===== src/design/nfts_pkg.sv =====
`timescale 1ns / 1ps

package nfts_pkg;

   localparam int TILE_ID_W = 7;
   localparam int CORE_ID_W = 8;
   localparam int STATUS_W  = 2;
   localparam int COST_W    = 4;
   localparam int CSR_ADDR_W = 3;
   localparam int CSR_DATA_W = 32;

   localparam logic [COST_W-1:0] COST_UNAVAILABLE = 4'd15;
   localparam logic [COST_W-1:0] COST_MAX_DIST    = 4'd14;

   localparam logic [TILE_ID_W-1:0] HOST_TILE_RESET = 7'd1;

   typedef enum logic [STATUS_W-1:0] {
      STATUS_BUSY     = 2'd0,
      STATUS_READY    = 2'd1,
      STATUS_FREE     = 2'd2,
      STATUS_RESERVED = 2'd3
   } tile_state_type;

   // word index taken from paddr[2]
   typedef enum logic {
      CSR_HOST_TILE_ID = 1'b0,
      CSR_UNUSED       = 1'b1
   } csr_index_type;

endpackage


===== src/design/nfts_if.sv =====
`timescale 1ns / 1ps

interface nfts_req_if;
   logic                           valid;
   logic                           ready;
   logic [nfts_pkg::TILE_ID_W-1:0] tile_id;
   logic [nfts_pkg::CORE_ID_W-1:0] core_id;
   logic [nfts_pkg::STATUS_W-1:0]  tile_state;
   logic                           last_offer;

   modport source (output valid, tile_id, core_id, tile_state, last_offer, input ready);
   modport sink   (input valid, tile_id, core_id, tile_state, last_offer, output ready);
endinterface

interface nfts_rsp_if;
   logic                           valid;
   logic                           ready;
   logic                           found;
   logic [nfts_pkg::TILE_ID_W-1:0] best_tile;
   logic [nfts_pkg::CORE_ID_W-1:0] best_core;
   logic [nfts_pkg::COST_W-1:0]    best_cost;

   modport source (output valid, found, best_tile, best_core, best_cost, input ready);
   modport sink   (input valid, found, best_tile, best_core, best_cost, output ready);
endinterface


===== src/design/nearest_free_tile_selector_unit.sv =====
`timescale 1ns / 1ps

// Nearest free tile selector. Offers (tile, core, status, last mark) stream in on req_channel;
// ready and free tiles cost the Manhattan distance, capped at 14, to the host tile set in register 0
// (byte address 0); busy, reserved or off-mesh tiles, and all tiles while the host is off-mesh,
// cost 15. The lowest cost is kept, a tie goes to the later offer, and on the offer marked last
// one word goes out on rsp_channel and the run state clears. One offer is taken every clock
// cycle unless the input is stalled; an offer passes an input register and then the cost and
// compare logic into the result register, so a result word is registered once its last offer
// leaves the input register. Only a last offer meeting an untaken result stalls the input.
module nearest_free_tile_selector_unit #(
   parameter int MESH_COLUMNS = 8,
   parameter int MESH_ROWS    = 8
) (
   input  logic                             clock,
   input  logic                             reset,
   nfts_req_if.sink                         req_channel,
   nfts_rsp_if.source                       rsp_channel,
   input  logic                             csr_psel,
   input  logic                             csr_penable,
   input  logic                             csr_pwrite,
   input  logic [nfts_pkg::CSR_ADDR_W-1:0]  csr_paddr,
   input  logic [nfts_pkg::CSR_DATA_W-1:0]  csr_pwdata,
   output logic [nfts_pkg::CSR_DATA_W-1:0]  csr_prdata,
   output logic                             csr_pready
);

   localparam int ID_W   = nfts_pkg::TILE_ID_W;
   localparam int CORE_W = nfts_pkg::CORE_ID_W;
   localparam int ST_W   = nfts_pkg::STATUS_W;
   localparam int COST_W = nfts_pkg::COST_W;
   localparam int TAB_DEPTH = 2 ** ID_W;
   localparam int TILES_W = 13;
   localparam logic [TILES_W-1:0] MESH_TILES = TILES_W'(MESH_ROWS * MESH_COLUMNS);

   // row and column of a zero-based tile index
   logic [ID_W-1:0] row_tab [TAB_DEPTH];
   logic [ID_W-1:0] col_tab [TAB_DEPTH];

   for (genvar i = 0; i < TAB_DEPTH; i++) begin : g_tab
      localparam int ROW_V = i / MESH_COLUMNS;
      localparam int COL_V = i % MESH_COLUMNS;
      assign row_tab[i] = ID_W'(ROW_V);
      assign col_tab[i] = ID_W'(COL_V);
   end

   logic [ID_W-1:0]   host_tile_ff, host_tile_in;

   logic              s1_valid_ff, s1_valid_in;
   logic [ID_W-1:0]   s1_tile_ff, s1_tile_in;
   logic [CORE_W-1:0] s1_core_ff, s1_core_in;
   logic [ST_W-1:0]   s1_status_ff, s1_status_in;
   logic              s1_last_ff, s1_last_in;

   logic [COST_W-1:0] lowest_cost_ff, lowest_cost_in;
   logic [ID_W-1:0]   chosen_tile_ff, chosen_tile_in;
   logic [CORE_W-1:0] chosen_core_ff, chosen_core_in;

   logic              out_valid_ff, out_valid_in;
   logic              out_found_ff, out_found_in;
   logic [ID_W-1:0]   out_tile_ff, out_tile_in;
   logic [CORE_W-1:0] out_core_ff, out_core_in;
   logic [COST_W-1:0] out_cost_ff, out_cost_in;

   logic              out_free, s1_go, req_accept, csr_write;
   logic [ID_W-1:0]   t_idx, h_idx, d_row, d_col;
   logic [ID_W:0]     manhattan;
   logic              tile_on_mesh, host_on_mesh, usable;
   logic [COST_W-1:0] cost, new_cost;
   logic [ID_W-1:0]   new_tile;
   logic [CORE_W-1:0] new_core;
   logic              take, run_found;

   assign out_free   = !out_valid_ff || rsp_channel.ready;
   assign s1_go      = s1_valid_ff && (!s1_last_ff || out_free);
   assign req_channel.ready = !s1_valid_ff || s1_go;
   assign req_accept = req_channel.valid && req_channel.ready;

   assign csr_pready = 1'b1;
   assign csr_write  = csr_psel && csr_penable && csr_pwrite && csr_pready;
   assign csr_prdata = (csr_paddr[2] == nfts_pkg::CSR_HOST_TILE_ID)
                       ? {{(nfts_pkg::CSR_DATA_W - ID_W){1'b0}}, host_tile_ff}
                       : '0;

   // cost of the registered offer
   always_comb begin
      t_idx = s1_tile_ff - ID_W'(1);
      h_idx = host_tile_ff - ID_W'(1);
      d_row = (row_tab[t_idx] > row_tab[h_idx]) ? row_tab[t_idx] - row_tab[h_idx]
                                                : row_tab[h_idx] - row_tab[t_idx];
      d_col = (col_tab[t_idx] > col_tab[h_idx]) ? col_tab[t_idx] - col_tab[h_idx]
                                                : col_tab[h_idx] - col_tab[t_idx];
      manhattan = {1'b0, d_row} + {1'b0, d_col};
      tile_on_mesh = (s1_tile_ff != '0)
                     && ({{(TILES_W - ID_W){1'b0}}, s1_tile_ff} <= MESH_TILES);
      host_on_mesh = (host_tile_ff != '0)
                     && ({{(TILES_W - ID_W){1'b0}}, host_tile_ff} <= MESH_TILES);
      usable = (s1_status_ff == nfts_pkg::STATUS_READY
                || s1_status_ff == nfts_pkg::STATUS_FREE)
               && tile_on_mesh && host_on_mesh;
      if (!usable) begin
         cost = nfts_pkg::COST_UNAVAILABLE;
      end else if (manhattan > (ID_W + 1)'(nfts_pkg::COST_MAX_DIST)) begin
         cost = nfts_pkg::COST_MAX_DIST;
      end else begin
         cost = COST_W'(manhattan);
      end
      take      = cost <= lowest_cost_ff;
      new_cost  = take ? cost : lowest_cost_ff;
      new_tile  = take ? s1_tile_ff : chosen_tile_ff;
      new_core  = take ? s1_core_ff : chosen_core_ff;
      run_found = new_cost < nfts_pkg::COST_UNAVAILABLE;
   end

   always_comb begin
      host_tile_in = host_tile_ff;
      if (csr_write && csr_paddr[2] == nfts_pkg::CSR_HOST_TILE_ID) begin
         host_tile_in = csr_pwdata[ID_W-1:0];
      end

      s1_valid_in  = s1_valid_ff;
      s1_tile_in   = s1_tile_ff;
      s1_core_in   = s1_core_ff;
      s1_status_in = s1_status_ff;
      s1_last_in   = s1_last_ff;
      if (req_accept) begin
         s1_valid_in  = 1'b1;
         s1_tile_in   = req_channel.tile_id;
         s1_core_in   = req_channel.core_id;
         s1_status_in = req_channel.tile_state;
         s1_last_in   = req_channel.last_offer;
      end else if (s1_go) begin
         s1_valid_in  = 1'b0;
      end

      lowest_cost_in = lowest_cost_ff;
      chosen_tile_in = chosen_tile_ff;
      chosen_core_in = chosen_core_ff;
      out_valid_in   = out_valid_ff && !rsp_channel.ready;
      out_found_in   = out_found_ff;
      out_tile_in    = out_tile_ff;
      out_core_in    = out_core_ff;
      out_cost_in    = out_cost_ff;
      if (s1_go) begin
         if (s1_last_ff) begin
            lowest_cost_in = nfts_pkg::COST_UNAVAILABLE;
            chosen_tile_in = '0;
            chosen_core_in = '0;
            out_valid_in   = 1'b1;
            out_found_in   = run_found;
            out_tile_in    = run_found ? new_tile : '0;
            out_core_in    = run_found ? new_core : '0;
            out_cost_in    = run_found ? new_cost : nfts_pkg::COST_UNAVAILABLE;
         end else begin
            lowest_cost_in = new_cost;
            chosen_tile_in = new_tile;
            chosen_core_in = new_core;
         end
      end
   end

   always_ff @(posedge clock) begin
      if (reset) begin
         host_tile_ff   <= nfts_pkg::HOST_TILE_RESET;
         s1_valid_ff    <= 1'b0;
         out_valid_ff   <= 1'b0;
         lowest_cost_ff <= nfts_pkg::COST_UNAVAILABLE;
         chosen_tile_ff <= '0;
         chosen_core_ff <= '0;
      end else begin
         host_tile_ff   <= host_tile_in;
         s1_valid_ff    <= s1_valid_in;
         out_valid_ff   <= out_valid_in;
         lowest_cost_ff <= lowest_cost_in;
         chosen_tile_ff <= chosen_tile_in;
         chosen_core_ff <= chosen_core_in;
      end
      s1_tile_ff   <= s1_tile_in;
      s1_core_ff   <= s1_core_in;
      s1_status_ff <= s1_status_in;
      s1_last_ff   <= s1_last_in;
      out_found_ff <= out_found_in;
      out_tile_ff  <= out_tile_in;
      out_core_ff  <= out_core_in;
      out_cost_ff  <= out_cost_in;
   end

   assign rsp_channel.valid     = out_valid_ff;
   assign rsp_channel.found     = out_found_ff;
   assign rsp_channel.best_tile = out_tile_ff;
   assign rsp_channel.best_core = out_core_ff;
   assign rsp_channel.best_cost = out_cost_ff;

endmodule


===== src/flat_wrapper.sv =====
// flat-port wrapper written by rule: the top's interface ports become plain ports
module nearest_free_tile_selector_unit_flat 
#(
   parameter int MESH_COLUMNS = 8,
   parameter int MESH_ROWS    = 8
)
  (clock, reset, csr_psel, csr_penable, csr_pwrite, csr_paddr, csr_pwdata, csr_prdata, csr_pready, req_channel_valid, req_channel_tile_id, req_channel_core_id, req_channel_tile_state, req_channel_last_offer, req_channel_ready, rsp_channel_valid, rsp_channel_found, rsp_channel_best_tile, rsp_channel_best_core, rsp_channel_best_cost, rsp_channel_ready);
  nfts_req_if req_channel_i ();
  nfts_rsp_if rsp_channel_i ();
  input  logic clock;
  input  logic reset;
  input  logic csr_psel;
  input  logic csr_penable;
  input  logic csr_pwrite;
  input  logic [nfts_pkg::CSR_ADDR_W-1:0] csr_paddr;
  input  logic [nfts_pkg::CSR_DATA_W-1:0] csr_pwdata;
  output logic [nfts_pkg::CSR_DATA_W-1:0] csr_prdata;
  output logic csr_pready;
  input wire logic [$bits(req_channel_i.valid)-1:0] req_channel_valid;
  input wire logic [$bits(req_channel_i.tile_id)-1:0] req_channel_tile_id;
  input wire logic [$bits(req_channel_i.core_id)-1:0] req_channel_core_id;
  input wire logic [$bits(req_channel_i.tile_state)-1:0] req_channel_tile_state;
  input wire logic [$bits(req_channel_i.last_offer)-1:0] req_channel_last_offer;
  output wire logic [$bits(req_channel_i.ready)-1:0] req_channel_ready;
  output wire logic [$bits(rsp_channel_i.valid)-1:0] rsp_channel_valid;
  output wire logic [$bits(rsp_channel_i.found)-1:0] rsp_channel_found;
  output wire logic [$bits(rsp_channel_i.best_tile)-1:0] rsp_channel_best_tile;
  output wire logic [$bits(rsp_channel_i.best_core)-1:0] rsp_channel_best_core;
  output wire logic [$bits(rsp_channel_i.best_cost)-1:0] rsp_channel_best_cost;
  input wire logic [$bits(rsp_channel_i.ready)-1:0] rsp_channel_ready;
  assign req_channel_i.valid = req_channel_valid;
  assign req_channel_i.tile_id = req_channel_tile_id;
  assign req_channel_i.core_id = req_channel_core_id;
  assign req_channel_i.tile_state = req_channel_tile_state;
  assign req_channel_i.last_offer = req_channel_last_offer;
  assign req_channel_ready = req_channel_i.ready;
  assign rsp_channel_valid = rsp_channel_i.valid;
  assign rsp_channel_found = rsp_channel_i.found;
  assign rsp_channel_best_tile = rsp_channel_i.best_tile;
  assign rsp_channel_best_core = rsp_channel_i.best_core;
  assign rsp_channel_best_cost = rsp_channel_i.best_cost;
  assign rsp_channel_i.ready = rsp_channel_ready;
  nearest_free_tile_selector_unit #(.MESH_COLUMNS(MESH_COLUMNS), .MESH_ROWS(MESH_ROWS)) u_core (.clock(clock), .reset(reset), .req_channel(req_channel_i), .rsp_channel(rsp_channel_i), .csr_psel(csr_psel), .csr_penable(csr_penable), .csr_pwrite(csr_pwrite), .csr_paddr(csr_paddr), .csr_pwdata(csr_pwdata), .csr_prdata(csr_prdata), .csr_pready(csr_pready));
endmodule

===== config.mk =====
export PLATFORM = sky130hd
export DESIGN_NAME = nearest_free_tile_selector_unit_flat
export DESIGN_NICKNAME = d
export VERILOG_FILES = /design/src/design/nfts_pkg.sv /design/src/design/nfts_if.sv /design/src/design/nearest_free_tile_selector_unit.sv /design/src/flat_wrapper.sv
export SDC_FILE = /design/constraint.sdc
export NUM_CORES = 1
export LEC_CHECK = 0
export ABC_AREA = 1
export BUFFER_PORTS_ARGS = -buffer_cell sky130_fd_sc_hd__clkbuf_2
export CAP_MARGIN = 20
export CORE_MARGIN = 2
export CORE_UTILIZATION = 35
export DETAILED_ROUTE_END_ITERATION = 12
export PLACE_DENSITY = 0.61
export SYNTH_ARGS = -nofsm -noshare
export SYNTH_HDL_FRONTEND = slang
export SYNTH_SLANG_ARGS = --single-unit

===== constraint.sdc =====
create_clock -name clock -period 6.71 [get_ports clock]
set_clock_uncertainty 0.05 [all_clocks]
set_input_delay 0.3355 -clock clock [delete_from_list [all_inputs] [get_ports clock]]
set_output_delay 0.3355 -clock clock [all_outputs]
set_load 0.03 [all_outputs]

==> flow_summary_export.csv <==
group,metric,value,unit
job,cap_violations,0,
floorplan,die_h,112.8,um
cts,cts_buffer_depth,2,
timing,fin_crit_sh,0.8966,
routing,drt_iter0_drc,111,
yosys,synth_warnings,0,
floorplan,num_rows,39,
timing,finalSetupViolCount,0,
worst_setup_path,reg2regPathDepth,35,
global_routing,grt_max_degree,22,
pwr,power_frac_seq,0.313,
placement,place_hpwl,6.378,mm
placement,portBuffers,61,
floorplan,num_io_pins,115,
timing,rsz0062_at_grt,"no",
yosys,synth-xor-area-share,0.02748,
cts,cts_tree,"built",
final_layout,area_delta_synth_final,17.58,%
worst_setup_path,critical_path_class,"reg -> reg",
global_routing,antenna_found_initial,0,
floorplan,die_area,12720,um2
placement,place_congestion,0.8861,
pwr,vdd_drop_max,0.1937,mV
worst_setup_path,cp.required,6.88,ns
cts,cts.clk_slew.worst_paths,0.06,ns
yosys,synth_simple_gate_area_frac,0.1715,
final_layout,stdcell_area,4871,um2
yosys,yosys.area.top_type,"edfxtp_1",
final_layout,antenna_cells,0,
pwr,p_clk_frac,0.352,
timing,period_needed,6.016,ns
pwr,finalPower,1.525,mW
global_routing,grt_pass1_vias,3084,
pwr,p_sw_frac,0.3402,
outcome,status,"completed",
timing,slew_violations,0,
routing,routedWlPerCell,12.01,um
final_layout,final_cell_mix,"inv_1, nand2_1, clkbuf_2, edfxtp_1, nor2_1",
worst_setup_path,crit_path_start_kind,"register",
yosys,synthCells,473,
cts,htreeDepth,3,
pwr,p_leak,2.246,nW
placement,placed_area,4474,um2
timing,slew_headroom,0.4532,
worst_setup_path,slowest_delay,0.45,ns
yosys,synthMuxAreaShare,0.004832,
placement,dpl.cell_count,667,
timing,worst_pin_slew,0.8193,ns
min_path,hp-class,"in -> reg",
yosys,seq_area_frac_synth,0.4108,
worst_setup_path,crit_path_end_kind,"register",
floorplan,die_width,112.8,um
worst_setup_path,cpMaxStageDelayCell,"fa_1",
timing,fmax,166.2,MHz
cts,cts_buffers,9,
routing,drcViolationCount,0,
pwr,switchingPower,518.8,uW
floorplan,initial_core_util,0.3613,
yosys,syn_area,4143,um2
cts,cts.sinks,66,
floorplan,core-area,11470,um2
final_layout,utilization,0.4248,
routing,via_per_inst,4.578,
yosys,synth_top_area_frac,0.2754,
final_layout,stdcell_count,687,
worst_setup_path,crit_arrival,6.18,ns
yosys,synth_cell_types,38,
final_layout,ff_latch_area,1702,um2
routing,first_pass_iters,4,
timing,tns,0,ns
pwr,p_per_area,313.0,nW/um2
final_layout,multi_input_area,1983,um2
pwr,p_int,1.006,mW
final_layout,drive_above_1_share,0.2298,
final_layout,final_nets,636,
min_path,hold_depth,1,
routing,vias,3145,
worst_setup_path,cp_max_fo,19,
final_layout,fillers,1120,
yosys,synth.area.top_cells,"edfxtp_1, dfxtp_1, ha_1",
timing,finalHoldViolations,0,
yosys,async_flop_share,0,
yosys,synth_top_flop_cell,"edfxtp_1",
cts,clock_latency,0.33,ns
final_layout,final_common_cell,"inv_1",
pwr,comb_power_share,0.335,
yosys,synth_edf_count,38,
yosys,synth-adder-area-share,0.1262,
yosys,synth_top_family_by_area,"simple AND/OR/NAND/NOR gates",
yosys,synth-compound-area-share,0.1190,
global_routing,grt_pass1_wl,14.28,mm
global_routing,grt_usage,0.1385,
routing,route.antenna.remaining_nets,0,
global_routing,overflow,0,
yosys,synth_seq_cells,66,
yosys,syn_area_per_cell,8.758,um2
cts,root_buffer,"clkbuf_16",
routing,totalWireLength,8.252,mm
-- stage by stage --
step	hold WS (ns)	worst slack (ns)
finish	0.1225	0.6935
global route	0.1103	0.02773
CTS	0.1110	0.1857
detailed placement	0.4048	0.2066
global placement	0.3993	0.4405
floorplan	0.3844	1.110
-- path summary, 6_finish.rpt --
kind,startpoint,endpoint,slack [ns]
max,u_core.s1_tile_ff[0],u_core.chosen_core_ff[5],0.69
min,req_channel_core_id[2],u_core.s1_core_ff[2],0.12
max reg2reg,u_core.s1_tile_ff[0],u_core.chosen_core_ff[5],0.69
min reg2reg,u_core.chosen_tile_ff[1],u_core.chosen_tile_ff[1],0.41
-- kinds of logic (layout without fill, tap and decap cells) --
logic type,count (synthesis),in the layout
simple gates,147,147
buf+inv,119,166
compound gates,87,87
flops,66,66
fa+ha+maj,37,37
xor+xnor,13,13
other cells,2,26
mux,2,2
-- cell type report --
class,instances,area share
Timing Repair Buffer,68,0.07347
Multi-Input combinational cell,312,0.4071
Sequential cell,66,0.3493
Inverter,82,0.06319
Clock buffer,10,0.04701
Tap cell,143,0.03673
Clock inverter,6,0.02312
-- power groups by stage --
stage	registers, mW	clock network, mW	logic (mW)
final	0.477	0.537	0.511
after global routing	0.479	0.566	0.583
after CTS	0.477	0.548	0.491
after detailed placement	0.485	0	0.488
after global placement	0.485	0	0.474
after floorplan	0.499	0	0.391
-- registers in the layout, summed over array words and instances, names as in the netlist --
register,cells
u_core.chosen_core_ff,8
u_core.chosen_tile_ff,7
u_core.host_tile_ff,7
u_core.lowest_cost_ff,4
u_core.rsp_channel.best_core,8
u_core.rsp_channel.best_cost,4
u_core.rsp_channel.best_tile,7
u_core.rsp_channel.found,1
u_core.rsp_channel.valid,1
u_core.s1_core_ff,8
u_core.s1_last_ff,1
u_core.s1_status_ff,2
u_core.s1_tile_ff,7
u_core.s1_valid_ff,1
-- layer usage --
layer  global-route usage  up-vias  share of wire
met4              0.05772        0          0.021
met3              0.03053       14          0.044
met5                    0        -              0
li1                     -     1607              -
met1               0.1844     1440           0.49
met2               0.2188       84           0.45
-- Yosys cell counts, types with 2 or more instances --
| library cell | n |
|---|---|
| nor2_2 | 6 |
| nand2_2 | 8 |
| a21oi_2 | 9 |
| nand4_1 | 7 |
| o22ai_1 | 12 |
| a21oi_1 | 30 |
| nand3_2 | 4 |
| ha_1 | 29 |
| or2_2 | 8 |
| nand2_1 | 69 |
| xnor2_1 | 3 |
| fa_1 | 8 |
| mux2i_1 | 2 |
| o211ai_1 | 2 |
| or2_1 | 2 |
| edfxtp_1 | 38 |
| inv_1 | 81 |
| o21ai_1 | 2 |
| nand3_1 | 6 |
| nor2_1 | 31 |
| o21ai_0 | 31 |
| clkbuf_1 | 6 |
| xor2_1 | 10 |
| buf_4 | 27 |
| conb_1 | 2 |
| dfxtp_1 | 28 |
-- worst max-delay path: cells and delay by family, from the launching register on --
kind / cells / cell delay, ns
AOI/OAI and AO/OA: 7 / 1.19
DFF: 1 / 0.40
adders and majority gates: 5 / 1.55
buffers and inverters: 8 / 0.97
and+or+nand+nor: 14 / 1.53
xor gates and xnor gates: 1 / 0.21
-- timing repair --
item / 4_1_cts / 5_1_grt
hold buffers: 0 / 0
resized for setup: 0 / 10
buffers inserted: 0 / 4
hold endpoints to repair: 0 / 0
setup endpoints to repair: 0 / 33
(Power assumes the default switching activity.)
